File: src/rtl/core/assert_macros.svh
// Assertion macros shared by the RTL of the addressing mode unit.
// No dependencies; included by files that carry concurrent assertions.
`ifndef ASSERT_MACROS_SVH
`define ASSERT_MACROS_SVH

// The consequent must hold in the same cycle as the antecedent.
`define CAM_ASSERT_SAME(lbl, clk, rst, ante, cons) \
   lbl: assert property (@(posedge clk) disable iff (rst) (ante) |-> (cons)) \
      else $error("assertion failed: same-cycle implication");

// The consequent must hold in the cycle after the antecedent.
`define CAM_ASSERT_NEXT(lbl, clk, rst, ante, cons) \
   lbl: assert property (@(posedge clk) disable iff (rst) (ante) |=> (cons)) \
      else $error("assertion failed: next-cycle implication");

`endif

File: src/rtl/core/cam_pkg.sv
// Types and constants for the CPU addressing mode unit.
// No dependencies; used by cam_result_fifo, cpu_addressing_mode_unit and the testbench.
package cam_pkg;

   // Addressing modes carried in the start item.
   typedef enum logic [3:0] {
      MODE_IMM  = 4'd0,
      MODE_ZP   = 4'd1,
      MODE_ZPX  = 4'd2,
      MODE_ZPY  = 4'd3,
      MODE_ABS  = 4'd4,
      MODE_IND  = 4'd5,
      MODE_ABSX = 4'd6,
      MODE_ABSY = 4'd7,
      MODE_INDX = 4'd8,
      MODE_INDY = 4'd9
   } mode_type;

   // Pointer fetch progress.
   typedef enum logic [1:0] {
      PHASE_IDLE = 2'd0,
      PHASE_LOW  = 2'd1,
      PHASE_HIGH = 2'd2
   } phase_type;

   // Input item opcodes.
   localparam logic OP_START = 1'b0;
   localparam logic OP_DATA  = 1'b1;

   // Result kinds.
   localparam logic [1:0] KIND_PTR   = 2'd0;
   localparam logic [1:0] KIND_DUMMY = 2'd1;
   localparam logic [1:0] KIND_FINAL = 2'd2;

   localparam int unsigned REQ_DATA_W = 64;
   localparam int unsigned RSP_DATA_W = 24;

   typedef struct packed {
      logic [1:0]  kind;
      logic [15:0] address;
      logic        extra_cycle;
      logic        last;
   } rsp_type;

   // Which of the two result slots are written into the result queue.
   typedef struct packed {
      logic first;
      logic second;
   } push_type;

endpackage

File: src/rtl/core/cam_result_fifo.sv
// Small result queue of the addressing mode unit; takes up to two results a cycle.
// Depends on cam_pkg for the result and push types.
module cam_result_fifo #(
   parameter int unsigned DEPTH = 4
) (
   input  logic              clock,
   input  logic              reset,
   input  cam_pkg::push_type push,
   input  cam_pkg::rsp_type  data_first,
   input  cam_pkg::rsp_type  data_second,
   output logic              space_two,
   output logic              out_valid,
   input  logic              out_ready,
   output cam_pkg::rsp_type  out_data
);

   localparam int unsigned PW = $clog2(DEPTH);
   localparam int unsigned CW = $clog2(DEPTH + 1);

   cam_pkg::rsp_type entry_ff [DEPTH];
   logic [PW-1:0]    rd_ptr_ff, rd_ptr_in;
   logic [PW-1:0]    wr_ptr_ff, wr_ptr_in;
   logic [CW-1:0]    count_ff, count_in;
   logic [CW-1:0]    count_after_pop;
   logic             pop;

   assign out_valid       = (count_ff != '0);
   assign out_data        = entry_ff[rd_ptr_ff];
   assign pop             = out_valid && out_ready;
   assign count_after_pop = count_ff - CW'(pop);
   // Room for a two-result item once this cycle's transfer leaves.
   assign space_two       = (count_after_pop <= CW'(DEPTH - 2));

   always_comb begin
      rd_ptr_in = rd_ptr_ff + PW'(pop);
      wr_ptr_in = wr_ptr_ff + PW'(push.first) + PW'(push.second);
      count_in  = count_after_pop + CW'(push.first) + CW'(push.second);
   end

   always_ff @(posedge clock) begin
      if (reset) begin
         rd_ptr_ff <= '0;
         wr_ptr_ff <= '0;
         count_ff  <= '0;
      end else begin
         rd_ptr_ff <= rd_ptr_in;
         wr_ptr_ff <= wr_ptr_in;
         count_ff  <= count_in;
      end
   end

   always_ff @(posedge clock) begin
      if (push.first) begin
         entry_ff[wr_ptr_ff] <= data_first;
      end
      if (push.second) begin
         entry_ff[wr_ptr_ff + PW'(1)] <= data_second;
      end
   end

endmodule

File: src/rtl/core/cpu_addressing_mode_unit.sv
// Top level of the 8-bit CPU effective address unit.
// Depends on cam_pkg, cam_result_fifo and assert_macros.svh.
//
//   Channel  Direction  Accepted when           Carries
//   req_     in         req_tvalid & tready     start item or returned read byte
//   rsp_     out        rsp_tvalid & tready     pointer read, dummy read or final address
//
// An accepted item is held in the input register while the address logic
// writes its one or two results into a four-entry result queue; each result
// passes from the input register through the result queue to rsp_. One item is taken
// per cycle while the queue has room for two results; a page-crossing abs,X or (ind),Y
// item puts two results on the single result port. Synchronous reset empties both stages
// and idles the pointer fetch. A result stall backs up through the queue into req_tready.
`include "assert_macros.svh"

module cpu_addressing_mode_unit (
   input  logic        clock,
   input  logic        reset,
   input  logic        req_tvalid,
   output logic        req_tready,
   // mode[3:0], pc[19:4], operand_low[27:20], operand_high[35:28],
   // index_x[43:36], index_y[51:44], read_data[59:52], zero fill [63:60]
   input  logic [63:0] req_tdata,
   // opcode[0]
   input  logic        req_tuser,
   output logic        rsp_tvalid,
   input  logic        rsp_tready,
   // address[15:0], extra_cycle[16], zero fill [23:17]
   output logic [23:0] rsp_tdata,
   // kind[1:0]
   output logic [1:0]  rsp_tuser,
   output logic        rsp_tlast
);

   // Input register stage.
   logic        in_valid_ff, in_valid_in;
   logic        in_op_ff;
   logic [59:0] in_data_ff;
   logic        consume;
   logic        space_two;

   // Pointer fetch state.
   cam_pkg::phase_type phase_ff, phase_in;
   cam_pkg::mode_type  held_mode_ff, held_mode_in;
   logic [15:0]        ptr_high_addr_ff, ptr_high_addr_in;
   logic [7:0]         ptr_low_byte_ff, ptr_low_byte_in;
   logic [7:0]         held_index_y_ff, held_index_y_in;

   // Unpacked fields of the registered item.
   logic [3:0]  f_mode;
   logic [15:0] f_pc;
   logic [7:0]  f_lo, f_hi, f_x, f_y, f_data;
   logic [15:0] f_word;
   logic [7:0]  zp_indexed;

   // Shared indexed adder.
   logic        idx_sel;
   logic        idx_dummy;
   logic        idx_mark;
   logic [15:0] idx_base;
   logic [7:0]  idx_add;
   logic [15:0] idx_sum;
   logic        idx_cross;

   cam_pkg::rsp_type  res_first, res_second;
   cam_pkg::push_type push;
   cam_pkg::rsp_type  out_data;

   assign f_mode     = in_data_ff[3:0];
   assign f_pc       = in_data_ff[19:4];
   assign f_lo       = in_data_ff[27:20];
   assign f_hi       = in_data_ff[35:28];
   assign f_x        = in_data_ff[43:36];
   assign f_y        = in_data_ff[51:44];
   assign f_data     = in_data_ff[59:52];
   assign f_word     = {f_hi, f_lo};
   assign zp_indexed = f_lo + f_x;

   assign consume     = in_valid_ff && space_two;
   assign req_tready  = !in_valid_ff || consume;
   assign in_valid_in = (req_tvalid && req_tready) || (in_valid_ff && !consume);

   always_ff @(posedge clock) begin
      if (reset) begin
         in_valid_ff <= 1'b0;
      end else begin
         in_valid_ff <= in_valid_in;
      end
   end

   always_ff @(posedge clock) begin
      if (req_tvalid && req_tready) begin
         in_op_ff   <= req_tuser;
         in_data_ff <= req_tdata[59:0];
      end
   end

   // The indexed adder serves abs,X and abs,Y on a start item and (ind),Y when
   // the pointer high byte arrives. A dummy read goes out at the base page with
   // the summed low byte whenever the sum leaves that page and the mode asks.
   always_comb begin
      idx_sel   = (in_op_ff == cam_pkg::OP_DATA);
      idx_base  = idx_sel ? {f_data, ptr_low_byte_ff} : f_word;
      idx_add   = idx_sel ? held_index_y_ff
                          : ((f_mode == cam_pkg::MODE_ABSX) ? f_x : f_y);
      idx_dummy = idx_sel || (f_mode == cam_pkg::MODE_ABSX);
      idx_mark  = idx_sel || (f_mode == cam_pkg::MODE_ABSY);
      idx_sum   = idx_base + {8'h00, idx_add};
      idx_cross = (idx_base[15:8] != idx_sum[15:8]);
   end

   always_comb begin
      phase_in         = phase_ff;
      held_mode_in     = held_mode_ff;
      ptr_high_addr_in = ptr_high_addr_ff;
      ptr_low_byte_in  = ptr_low_byte_ff;
      held_index_y_in  = held_index_y_ff;
      push             = '{first: 1'b0, second: 1'b0};
      res_first        = '{kind: cam_pkg::KIND_FINAL, address: 16'h0000,
                           extra_cycle: 1'b0, last: 1'b1};
      res_second       = '{kind: cam_pkg::KIND_FINAL, address: idx_sum,
                           extra_cycle: idx_mark, last: 1'b1};

      if (in_op_ff == cam_pkg::OP_DATA) begin
         case (phase_ff)
            cam_pkg::PHASE_LOW: begin
               // Low pointer byte is in; ask for the high byte.
               ptr_low_byte_in     = f_data;
               phase_in            = cam_pkg::PHASE_HIGH;
               push.first          = 1'b1;
               res_first.kind      = cam_pkg::KIND_PTR;
               res_first.address   = ptr_high_addr_ff;
            end
            cam_pkg::PHASE_HIGH: begin
               phase_in   = cam_pkg::PHASE_IDLE;
               push.first = 1'b1;
               if (held_mode_ff == cam_pkg::MODE_INDY) begin
                  if (idx_cross) begin
                     push.second           = 1'b1;
                     res_first.kind        = cam_pkg::KIND_DUMMY;
                     res_first.address     = {idx_base[15:8], idx_sum[7:0]};
                     res_first.last        = 1'b0;
                  end else begin
                     res_first.address     = idx_sum;
                  end
               end else begin
                  res_first.address = {f_data, ptr_low_byte_ff};
               end
            end
            default: begin
               // Read byte with no fetch pending is dropped.
            end
         endcase
      end else begin
         // A start abandons any pending pointer fetch.
         phase_in = cam_pkg::PHASE_IDLE;
         case (cam_pkg::mode_type'(f_mode))
            cam_pkg::MODE_IMM: begin
               push.first        = 1'b1;
               res_first.address = f_pc + 16'd1;
            end
            cam_pkg::MODE_ZP: begin
               push.first        = 1'b1;
               res_first.address = {8'h00, f_lo};
            end
            cam_pkg::MODE_ZPX: begin
               push.first        = 1'b1;
               res_first.address = {8'h00, zp_indexed};
            end
            cam_pkg::MODE_ZPY: begin
               push.first        = 1'b1;
               res_first.address = {8'h00, f_lo + f_y};
            end
            cam_pkg::MODE_ABS: begin
               push.first        = 1'b1;
               res_first.address = f_word;
            end
            cam_pkg::MODE_ABSX, cam_pkg::MODE_ABSY: begin
               push.first = 1'b1;
               if (idx_cross && idx_dummy) begin
                  push.second       = 1'b1;
                  res_first.kind    = cam_pkg::KIND_DUMMY;
                  res_first.address = {idx_base[15:8], idx_sum[7:0]};
                  res_first.last    = 1'b0;
               end else begin
                  res_first.address     = idx_sum;
                  res_first.extra_cycle = idx_cross && idx_mark;
               end
            end
            cam_pkg::MODE_IND, cam_pkg::MODE_INDX, cam_pkg::MODE_INDY: begin
               // Pointer fetch; the high byte address wraps within its page.
               phase_in          = cam_pkg::PHASE_LOW;
               held_mode_in      = cam_pkg::mode_type'(f_mode);
               held_index_y_in   = f_y;
               push.first        = 1'b1;
               res_first.kind    = cam_pkg::KIND_PTR;
               case (cam_pkg::mode_type'(f_mode))
                  cam_pkg::MODE_IND: begin
                     res_first.address = f_word;
                     ptr_high_addr_in  = {f_hi, f_lo + 8'd1};
                  end
                  cam_pkg::MODE_INDX: begin
                     res_first.address = {8'h00, zp_indexed};
                     ptr_high_addr_in  = {8'h00, zp_indexed + 8'd1};
                  end
                  default: begin
                     res_first.address = {8'h00, f_lo};
                     ptr_high_addr_in  = {8'h00, f_lo + 8'd1};
                  end
               endcase
            end
            default: begin
               // Undefined mode gives no result.
            end
         endcase
      end

      if (!consume) begin
         phase_in         = phase_ff;
         held_mode_in     = held_mode_ff;
         ptr_high_addr_in = ptr_high_addr_ff;
         ptr_low_byte_in  = ptr_low_byte_ff;
         held_index_y_in  = held_index_y_ff;
         push             = '{first: 1'b0, second: 1'b0};
      end
   end

   always_ff @(posedge clock) begin
      if (reset) begin
         phase_ff         <= cam_pkg::PHASE_IDLE;
         held_mode_ff     <= cam_pkg::MODE_IMM;
         ptr_high_addr_ff <= '0;
         ptr_low_byte_ff  <= '0;
         held_index_y_ff  <= '0;
      end else begin
         phase_ff         <= phase_in;
         held_mode_ff     <= held_mode_in;
         ptr_high_addr_ff <= ptr_high_addr_in;
         ptr_low_byte_ff  <= ptr_low_byte_in;
         held_index_y_ff  <= held_index_y_in;
      end
   end

   cam_result_fifo #(
      .DEPTH(4)
   ) u_result_fifo (
      .clock      (clock),
      .reset      (reset),
      .push       (push),
      .data_first (res_first),
      .data_second(res_second),
      .space_two  (space_two),
      .out_valid  (rsp_tvalid),
      .out_ready  (rsp_tready),
      .out_data   (out_data)
   );

   assign rsp_tdata = {7'b0000000, out_data.extra_cycle, out_data.address};
   assign rsp_tuser = out_data.kind;
   assign rsp_tlast = out_data.last;

   // A two-result item is always a dummy read followed by the final address.
   `CAM_ASSERT_SAME(a_pair_order, clock, reset, push.second,
      push.first && (res_first.kind == cam_pkg::KIND_DUMMY) && !res_first.last)

   // Only pointer-fetching modes may wait for a pointer high byte.
   `CAM_ASSERT_SAME(a_high_mode, clock, reset, phase_ff == cam_pkg::PHASE_HIGH,
      (held_mode_ff == cam_pkg::MODE_IND) || (held_mode_ff == cam_pkg::MODE_INDX) ||
      (held_mode_ff == cam_pkg::MODE_INDY))

   // Nothing is written into the queue without an item being consumed.
   `CAM_ASSERT_SAME(a_push_consume, clock, reset, push.first, consume)

   // An input transfer always lands in the input register.
   `CAM_ASSERT_NEXT(a_in_capture, clock, reset, req_tvalid && req_tready, in_valid_ff)

endmodule

File: config.mk
export PLATFORM = sky130hd
export DESIGN_NAME = cpu_addressing_mode_unit
export DESIGN_NICKNAME = d
export VERILOG_FILES = /design/src/rtl/core/cam_pkg.sv /design/src/rtl/core/cam_result_fifo.sv /design/src/rtl/core/cpu_addressing_mode_unit.sv
export VERILOG_INCLUDE_DIRS = /design/src /design/src/rtl/core
export SDC_FILE = /design/constraint.sdc
export NUM_CORES = 1
export LEC_CHECK = 0
export BUFFER_PORTS_ARGS = -buffer_cell sky130_fd_sc_hd__buf_2
export CAP_MARGIN = 20
export CORE_MARGIN = 10
export CORE_UTILIZATION = 40
export CTS_CLUSTER_SIZE = 12
export DETAILED_ROUTE_END_ITERATION = 8
export GPL_TIMING_DRIVEN = 0
export PLACE_DENSITY_LB_ADDON = 0.25
export SYNTH_ARGS = -nofsm -noshare
export SYNTH_HDL_FRONTEND = slang
export SYNTH_SLANG_ARGS = --single-unit
File: constraint.sdc
create_clock -name clock -period 7.5 [get_ports clock]
set_input_delay 0.375 -clock clock [delete_from_list [all_inputs] [get_ports clock]]
set_output_delay 0.375 -clock clock [all_outputs]
set_load 0.02 [all_outputs]
# Word level (Yosys, flattened, before mapping)
# Memories as Yosys holds them, arrays and structs flattened. A register that Yosys moved wholly into a read port is not among the register bits.
# Index checks and enable logic that the tools add are counted.
# word_totals
register_bits,107
n_memories,1
ram_bits,80
inputBits,69
out_inout_bits,29
# op_classes
n_eq_ne,14
n_lt_le_gt_ge,1
muxes,40
addsub,13
bitwise_logic,1
reduce_logical,21
# mem_list
name,words,width,read_ports,rd_ports_with_merged_regs,wr,line_no,source
u_result_fifo.entry_ff,4,20,1,1,2,cam_result_fifo.sv:20,cam_pkg::rsp_type entry_ff [DEPTH];
# op_table
op,n
one-hot mux 16 bit (7 select lines),1
2-to-1 mux 16 bit,4
one-hot mux 16 bit (2 select lines),2
one-hot mux 18 bit (2 select lines),1
2-to-1 mux 1 bit,19
2-to-1 mux 18 bit,1
adder 16 x 1 -> 16 bit (second input constant),1
adder 16 x 8 -> 16 bit,1
adder 8 x 1 -> 8 bit (second input constant),2
adder 8 bit,2
== test 4 x 3 -> 1 bit (second input constant),4
2-to-1 mux 2 bit,8
2-to-1 mux 8 bit,2
== test 4 bit (second input constant),3
OR reduction 10 bit,1
== test 4 x 2 -> 1 bit (second input constant),2
inequality test 8 bit,1
one-hot mux 2 bit (2 select lines),2
adder 2 x 1 -> 2 bit,3
adder 3 x 1 -> 3 bit,2
logical AND 1 bit,6
AND reduction 3 bit,2
== test 4 x 1 -> 1 bit (second input constant),1
logical NOT 4 bit,1
13 further kinds,18

# Longest topological paths before layout
# Gate-level depths: netlist (run 1).
# depth
word_depth,12
depth_mapped,19
ltp_nobuf,17

# Hierarchy
# A second synthesis (run 1) with hierarchy kept.
# unflattened
cells_unflattened,994
hier_area_um2,11146.9
# by_module_without_submodules
module,area_per_inst_um2,cells_per_inst,instances
cpu_addressing_mode_unit,6907.9,756,1
cam_result_fifo,4239.1,238,1

# Least setup slack after synthesis (run 1)
# OpenSTA, ideal clock, no wires.
# synth_path
path_kind,register -> register
startpoint,register in_op_ff (netlist: idx_sel)
endpoint,"memory u_result_fifo.entry_ff[1][10] in the netlist's numbering, enable pin"
slack_ns,3.373
t_required_ns,7.126
stages_incl_launch_ff,16
period_less_slack_ns,4.127
arrival_ns,3.754
path_cell_list,edfxtp_1 > buf_6 > buf_12 > buf_2 > clkbuf_1 > clkbuf_1 > mux2_2 > ha_1 > buf_2 > o21a_1 > o21ai_0 > a311oi_4 > o211ai_4 > or3_1 > buf_2 > nand2_1
# synth_lines
item,line_no,source
start: declaration,cpu_addressing_mode_unit.sv:37,logic in_op_ff;
start signal: assignment,cpu_addressing_mode_unit.sv:93,in_op_ff <= req_tuser;
end: declaration,cam_result_fifo.sv:20,

==> results.toml, run 1 <==
[sta]
setup_violations = 0
worst_slack_ns = 1.870
fin_skew_ns = 0.01534
slew_viol_final = 0
rsz0062_at_grt = "no"
setup_tns_ns = 0
min_period_ns = 5.630
fin_crit_sh_pct = 75.07
timing.hold.ws_ns = 0.1010
fmax_ghz = 0.1776
hold_viol = 0
max_slew.worst_pin.slew_ns = 0.9928
slew_headroom_pct = 33.65

[placed_design]
dp_worst_setup_slack_ns = 1.952
place_hpwl_um = 24590
io_buffers = 85
dp.cells = 1458
routabilityCongestion = 0.9412

[synth]
synthCells = 1025
yosys_warnings = 0
yosysSeqAreaShare_pct = 46.66
synth_area_mm2 = 0.01079
ys_ff_latch = 187
synth_area_per_cell_um2 = 10.53
yosys.cell_types.count = 86
synth_edf_count = 129
synth_top_flop_cell = "edfxtp_1"
synthArstFlopShare_pct = 0

[global_route]
grt_pass1_wl_um = 50360
overflow = 0
grt_util_all_layers_pct = 19.41
grt_pass1_vias = 8521
grt_max_degree = 43
antenna_found_initial = 0

[cells_and_area]
drive_gt1_share_pct = 18.00
fill_cells = 2520
final-seq-area_mm2 = 0.005035
final_common_cell = "nand2_1"
num_antenna_cells = 0
fin_cells = 1491
layout.nets = 1242
layout_common_cells = "nand2_1, edfxtp_1, buf_2"
area_growth_pct = 13.71
multi_input_area_mm2 = 0.005380

[routing]
vias = 8782
detail_route.wl_per_cell_um = 22.19
vias_per_cell = 5.890
dr.pass1.iters = 5
drt_wl_total_um = 33090
drt-initial-drc-count = 855
ant_nets = 0
drc = 0

[power_and_ir_drop]
sw_frac_of_total_pct = 35.25
leakage_nw = 4.333
power_density_mw_per_mm2 = 255.3
p_int_mw = 2.028
p_switching_mw = 1.104
power.clock.fraction_pct = 29.0
vdd.ir_drop.worst_uv = 122.2
power_frac_seq_pct = 40.8
combPwrFrac_pct = 30.2

[worst_setup_path]
r2r-end = "u_result_fifo.entry_ff[0][5]"
path_max_fanout = 17
end_kind = "register"
crit_arrival_ns = 5.59
cp_data_required_time_ns = 7.46
start_kind = "register"
rr_worst_depth = 14
crit_type = "reg2reg"
r2r_start = "idx_sel"
reg2reg_slack_ns = 1.87

[hold_path]
min_path_cells = 1
hp-start = "req_tdata[4]"
hold_path_end = "in_data_ff[4]"
min_path_type = "in2reg"

[clock_tree]
hold_buffers = 0
cts_root_buf = "clkbuf_16"
cts_inserted_buffers = 17
cts_resized = 0
cts_sinks = 187
clockBufferDepth = 2
cts_max_level = 4
clk_pin_slew_ns = 0.07
clock_latency_ns = 0.44
cts_setup_buffers = 0
cts_tree = "done"

[floorplanning]
die-area_mm2 = 0.03395
initial_core_util_pct = 40.37
die_w_um = 184.2
ios = 98
core-area_mm2 = 0.02673
fp.dieH_um = 184.2
row_count = 60

[status]
outcome = "complete, no violations"

[run]
drv_cap = 0
==> cell usage after synthesis (all sizes together) (12+ instances only) <==
| master | number | share of area, % |
|---|---|---|
| mux2 | 12 | 1.3 |
| xor2 | 28 | 2.3 |
| edfxtp | 129 | 36 |
| o211ai | 16 | 1.2 |
| mux2i | 26 | 2.6 |
| a21oi | 53 | 2.6 |
| inv | 19 | 0.66 |
| nand4 | 16 | 0.99 |
| nand3 | 25 | 1.2 |
| buf | 34 | 1.9 |
| nor2 | 77 | 2.7 |
| o221ai | 28 | 2.3 |
| nand2 | 135 | 4.7 |
| a22oi | 21 | 1.5 |
| mux4 | 20 | 4.2 |
| nor3 | 14 | 0.85 |
| clkbuf | 33 | 1.1 |
| o21ai | 56 | 2.7 |
| xnor2 | 31 | 2.5 |
| o22ai | 14 | 0.81 |
| nor2b | 13 | 0.78 |
| ha | 31 | 3.6 |
| dfxtp | 58 | 11 |
==> registers in the layout, indices dropped and copies added (netlist names), 2 cells and up <==
signal and flops:
u_result_fifo.entry_ff 80, u_result_fifo.rd_ptr_ff 2, u_result_fifo.wr_ptr_ff 2, phase_ff 2, ptr_high_addr_ff 16, held_index_y_ff 8
in_data_ff 60, held_mode_ff 4, ptr_low_byte_ff 8, u_result_fifo.count_ff 3
==> logic make-up after synthesis <==
family                   Yosys count  synth area share (%)
AO/OA/AOI/OAI                    265                 17.60
XOR/XNOR                          59                 4.789
adder cells (fa/ha/maj)           36                 4.522
buffers and inverters             86                 3.699
flip-flops                       187                 46.66
multiplexers                      58                 8.059
other                              1               0.03475
AND/OR/NAND/NOR                  333                 14.63
==> metal layers <==
layer	routed length [um]	GRT usage, %	up-vias	share of wire (%)
li1	-	-	4101	-
met1	14240	26.32	4162	43
met2	14880	30.35	462	45
met3	2977	3.347	57	9.0
met4	991	7.276	0	3.0
met5	0	0	-	0
==> per-stage QoR <==
step	utilization [%]	area, um^2	total power [mW]
after floorplan	-	10810	1.926
after global placement	43.65	11660	2.211
after detailed placement	43.73	11690	2.225
after CTS	45.89	12260	3.122
after global routing	45.91	12270	3.268
final	45.91	12270	3.133
==> power groups by stage <==
stage               logic, mW  clock network, mW  registers [mW]
floorplan               0.657                  0            1.27
global placement        0.911                  0            1.30
detailed placement      0.926                  0            1.30
CTS                     0.932              0.915            1.28
global route             1.02              0.962            1.29
finish                  0.947              0.909            1.28
==> worst max-delay path by stage <==
stage	cells after the start	slack, ns	to	from
after floorplan	15	3.37	u_result_fifo.entry_ff[1][10]	idx_sel
after global placement	14	1.95	u_result_fifo.entry_ff[0][5]	idx_sel
after detailed placement	14	1.95	u_result_fifo.entry_ff[0][5]	idx_sel
after CTS	14	1.91	u_result_fifo.entry_ff[0][5]	idx_sel
after global routing	14	1.65	u_result_fifo.entry_ff[0][5]	idx_sel
final	14	1.87	u_result_fifo.entry_ff[0][5]	idx_sel
==> worst max-delay path: stages (launching register included) <==
cell and delay, ns:
edfxtp_1 0.34, buf_6 0.15, buf_12 0.16, buf_2 0.27
clkbuf_1 0.51, clkbuf_1 0.50, mux2_2 0.40, ha_1 0.37
o211ai_1 0.21, nand3b_1 0.30, o21a_4 0.28, o211ai_4 0.33
inv_1 0.14, nand3_1 0.43, nand2_1 0.73
==> cell type report <==
class / instances / area share, %
timing repair buffer: 87 / 3.671
inverter: 19 / 0.5813
buffer: 67 / 2.672
tap: 341 / 3.477
clock inverter: 11 / 0.8668
multi-input combinational: 758 / 43.85
clock buffer: 21 / 3.845
sequential: 187 / 41.04
Note: power is estimated with default switching activity, not from simulation.
==> run 2, diff against run 1 <==
==> constraint.sdc (replaced) <==
create_clock -name clock -period 4.8 [get_ports clock]
set_input_delay 0.24 -clock clock [delete_from_list [all_inputs] [get_ports clock]]
set_output_delay 0.24 -clock clock [all_outputs]
set_load 0.02 [all_outputs]
==> results.toml, run 2 (same netlist as run 1, synthesis figures left out) <==
[status]
outcome = "complete, no violations"

[global_route]
grt_use_met1_pct = 26.61
grt_pass1_vias = 8852
grt_pass1_wl_um = 51980
grt_util_all_layers_pct = 19.92
grt_max_degree = 43
grt-busiest-layer = "met2"
met2_usage_pct = 31.64
overflow = 0
met3_usage_pct = 3.623
antenna_found_initial = 0

[routing]
detail_route.wl_per_cell_um = 21.88
drt_wl_total_um = 34060
dr.pass1.iters = 8
ant_nets = 0
drc = 0
drt-initial-drc-count = 800
vias = 9137
vias_per_cell = 5.868

[power_and_ir_drop]
power.clock.fraction_pct = 28.7
combPwrFrac_pct = 31.1
power_density_mw_per_mm2 = 381.1
power_mw = 4.961
p_switching_mw = 1.744
p_int_mw = 3.217
power_frac_seq_pct = 40.2
leakage_nw = 4.635
sw_frac_of_total_pct = 35.15
vdd.ir_drop.worst_uv = 193.7

[sta]
slew_headroom_pct = 35.84
max_slew.worst_pin.slew_ns = 0.9566
hold_viol = 0
slew_viol_final = 0
setup_violations = 0
fin_crit_sh_pct = 95.80
fmax_ghz = 0.2175
timing.hold.ws_ns = 0.02785
min_period_ns = 4.598
fin_skew_ns = 0.01635

[cells_and_area]
fill_cells = 2444
layout.nets = 1308
final_common_cell = "nand2_1"
area_growth_pct = 20.63
layout_common_cells = "nand2_1, edfxtp_1, buf_2"
num_antenna_cells = 0
reg.largest.list = "u_result_fifo.entry_ff: 80 flops, in_data_ff: 60 flops, ptr_high_addr_ff: 16 flops"
final-seq-area_mm2 = 0.005035
largest_register_ffs = 80
drive_gt1_share_pct = 18.26
multi_input_area_mm2 = 0.005449
largest_register = "u_result_fifo.entry_ff"

[floorplanning]
initial_core_util_pct = 40.37
fp.dieH_um = 184.2
core-area_mm2 = 0.02673
row_count = 60
die-area_mm2 = 0.03395
die_w_um = 184.2
ios = 98

[worst_setup_path]
start_kind = "register"
crit_path_cell_trace = "buf_2 > nor2b_2 > nand2_1 > nor2_4 > buf_12 > mux2i_1 > o21ai_0 > ha_1 > buf_2 > or4_4 > o21ai_2 > mux2i_1 > nor3_1 > a2bb2oi_1 > o21ai_1"
slowest_delay_ns = 0.71
crit_path_top_delay_cell = "nor3_1"
startpoint = "in_data_ff[3]"
cp_data_required_time_ns = 4.97
end_kind = "register"
r2r_start = "in_data_ff[3]"
crit_type = "reg2reg"
path_max_fanout = 10
crit_arrival_ns = 4.77

[run]
drv_cap = 0

[clock_tree]
cts_max_level = 4
clockBufferDepth = 2
clock_latency_ns = 0.44
cts_tree = "done"
cts_root_buf = "clkbuf_16"
cts_sinks = 187
clk_pin_slew_ns = 0.08
cts_inserted_buffers = 17

[placed_design]
place_hpwl_um = 24590
routabilityCongestion = 0.9412
io_buffers = 85

[hold_path]
hp-start = "req_tvalid"
min_path_type = "in2reg"
run 2: cell count changes in the layout (fill, tap and decap cells not counted), sizes merged:
cell,previous run,this run
buf,120,126
dlygate4sd3,0,61
clkbuf,55,54
run 2: power by group through the flow:
| stage | clock network, mW | logic [mW] | registers (mW) |
|---|---|---|---|
| final | 1.42 | 1.54 | 2.00 |
| after global routing | 1.50 | 1.66 | 2.01 |
| after CTS | 1.43 | 1.50 | 1.99 |
| after detailed placement | 0 | 1.45 | 2.03 |
| after global placement | 0 | 1.42 | 2.03 |
| after floorplan | 0 | 1.03 | 1.98 |
run 2: through the flow:
stage | worst slack [ns] | utilization [%] | setup TNS (ns) | area, um^2 | std cells
after CTS | 0.01195 | 48.39 | 0 | 12930 | 1553
after floorplan | 0.6730 | - | 0 | 10810 | 1031
after detailed placement | -0.7483 | 43.73 | -45.74 | 11690 | 1458
final | 0.2017 | 48.70 | 0 | 13020 | 1557
after global placement | -0.7468 | 43.65 | -44.38 | 11660 | 1457
after global routing | -0.009266 | 48.70 | -0.009266 | 13020 | 1557
run 2: final cells by class:
| cell class | instances | area share (%) |
|---|---|---|
| Sequential cell | 187 | 38.68 |
| Clock buffer | 21 | 3.624 |
| Timing Repair Buffer | 154 | 8.690 |
| Tap cell | 341 | 3.278 |
| Multi-Input combinational cell | 758 | 41.86 |
| Clock inverter | 11 | 0.8171 |
| Inverter | 19 | 0.5479 |
| Buffer | 66 | 2.499 |
run 2: repair_timing:
action                                  in CTS  in global routing
resized for setup                            8                  8
setup buffers                                3                  3
endpoints found under the setup margin      96                109
pin swaps                                    2                  2
endpoints found under the hold margin       61                  0
gates cloned                                 0                  0
hold buffers                                61                  0
run 2: final timing paths:
| path | to | slack [ns] | cells past startpoint |
|---|---|---|---|
| max | u_result_fifo.entry_ff[0][12] | 0.20 | 15 |
| min | in_valid_ff | 0.03 | 3 |
| max reg2reg | u_result_fifo.entry_ff[0][12] | 0.20 | 15 |
| min reg2reg | ptr_high_addr_ff[6] | 0.45 | 2 |
run 2: worst max-delay path: cells and delay by family (launching register included):
family,cells,cell delay (ns)
mux,2,0.32
simple gates,5,1.99
flops,1,0.37
fa+ha+maj,1,0.23
compound gates,4,0.89
buf+inv,3,0.53
run 2: metal layers:
metal | routed length [um] | vias up
met5 | 0 | -
met4 | 929 | 0
met3 | 3110 | 59
met2 | 15650 | 469
met1 | 14370 | 4375
li1 | - | 4234
==> run 3, diff against run 2 <==
==> constraint.sdc (replaced) <==
create_clock -name clock -period 5.3 [get_ports clock]
set_input_delay 0.265 -clock clock [delete_from_list [all_inputs] [get_ports clock]]
set_output_delay 0.265 -clock clock [all_outputs]
set_load 0.02 [all_outputs]
==> results.toml, run 3 (same netlist as run 1, synthesis figures left out) <==
[status]
outcome = "complete, no violations"

[worst_setup_path]
start_kind = "register"
cp_data_required_time_ns = 5.40
r2r_start = "in_data_ff[3]"
startpoint = "in_data_ff[3]"
end_kind = "register"
path_max_fanout = 17
slowest_delay_ns = 0.48
crit_top_cell = "inv_1"
crit_path_top_delay_cell = "fa_1"
crit_arrival_ns = 5.02
crit_path_cell_trace = "buf_2 > nor2b_2 > nand2_1 > nor2_4 > mux2i_1 > o21ai_0 > inv_1 > fa_1 > nor2b_1 > o31a_1 > o21a_4 > o211ai_4 > inv_1 > nand3_1 > nand2_4"
critical-path-top-delay-family = "simple AND/OR/NAND/NOR gates"
crit_type = "reg2reg"
cp_num_buf_inv = 3

[sta]
min_period_ns = 4.926
setup_tns_ns = 0
hold_viol = 0
fin_crit_sh_pct = 92.95
worst_slack_ns = 0.3737
setup_violations = 0
slew_headroom_pct = 34.41
fmax_ghz = 0.2030
max_slew.worst_pin.slew_ns = 0.9780
fin_skew_ns = 0.01683
rsz0062_at_grt = "no"
slew_viol_final = 0
timing.hold.ws_ns = 0.004690

[cells_and_area]
final_util_pct = 47.91
layout.nets = 1293
largest_register_ffs = 80
fin_area_mm2 = 0.01280
num_antenna_cells = 0
drive_gt1_share_pct = 17.65
area_growth_pct = 18.66
layout_common_cells = "nand2_1, edfxtp_1, buf_2"
final_common_cell = "nand2_1"
largest_register = "u_result_fifo.entry_ff"
fin_cells = 1542
reg.largest.list = "u_result_fifo.entry_ff: 80 flops, in_data_ff: 60 flops, ptr_high_addr_ff: 16 flops"

[hold_path]
min_path_type = "in2reg"
hp-start = "req_tdata[37]"

[placed_design]
io_buffers = 85
place_hpwl_um = 24590
dp.cells = 1458
placed_area_mm2 = 0.01169
dp_worst_setup_slack_ns = -0.2483
routabilityCongestion = 0.9412

[clock_tree]
cts_inserted_buffers = 17
cts_max_level = 4
clock_latency_ns = 0.44
clk_pin_slew_ns = 0.07
cts_root_buf = "clkbuf_16"
cts_tree = "done"
clockBufferDepth = 2
cts_sinks = 187

[power_and_ir_drop]
vdd.ir_drop.worst_uv = 174.2
leakage_nw = 4.548
power_density_mw_per_mm2 = 348.9
power_mw = 4.467

[run]
drv_cap = 0

[global_route]
grt_util_all_layers_pct = 19.73
grt_max_degree = 43
antenna_found_initial = 0
overflow = 0
grt_pass1_vias = 8747
grt_pass1_wl_um = 51320

[floorplanning]
ios = 98
fp.dieH_um = 184.2
core-area_mm2 = 0.02673
die_w_um = 184.2
initial_core_util_pct = 40.37
die-area_mm2 = 0.03395
row_count = 60

[routing]
vias_per_cell = 5.826
dr.pass1.iters = 6
drc = 0
drt-initial-drc-count = 940
vias = 8984
ant_nets = 0
drt_wl_total_um = 33730
detail_route.wl_per_cell_um = 21.87
run 3: final cells by class:
type	count	area, um^2
clock buffers	21	471.7
clock inverters	11	106.4
repair buffers	139	968.4
well taps	341	426.7
inverters	19	71.32
multi-input cells	758	5400
plain buffers	66	324.1
flip-flops and latches	187	5035
fillers	2460	13920
run 3: power breakdown:
part | internal [mW] | switching (mW)
combinational | 0.511 | 0.863
clock | 0.694 | 0.593
sequential | 1.69 | 0.114
run 3: per-layer routing:
metal / GRT usage (%) / routed length (um) / up-vias
li1: - / - / 4197
met1: 26.41 / 14430 / 4288
met2: 31.13 / 15330 / 439
met3: 3.583 / 2924 / 60
met4: 7.375 / 1037 / 0
met5: 0 / 0 / -
run 3: what timing repair did:
item | CTS | global route
resized for setup | 4 | 2
endpoints found under the hold margin | 50 | 1
hold buffers | 50 | 1
setup buffers | 0 | 1
pin swaps | 0 | 1
setup endpoints to repair | 68 | 40
cloned | 0 | 0
run 3: worst paths after layout:
| path | end | slack, ns | cells past startpoint |
|---|---|---|---|
| max | u_result_fifo.entry_ff[0][5] | 0.37 | 15 |
| min | in_data_ff[37] | 0.005 | 1 |
| max reg2reg | u_result_fifo.entry_ff[0][5] | 0.37 | 15 |
| min reg2reg | ptr_high_addr_ff[6] | 0.46 | 2 |
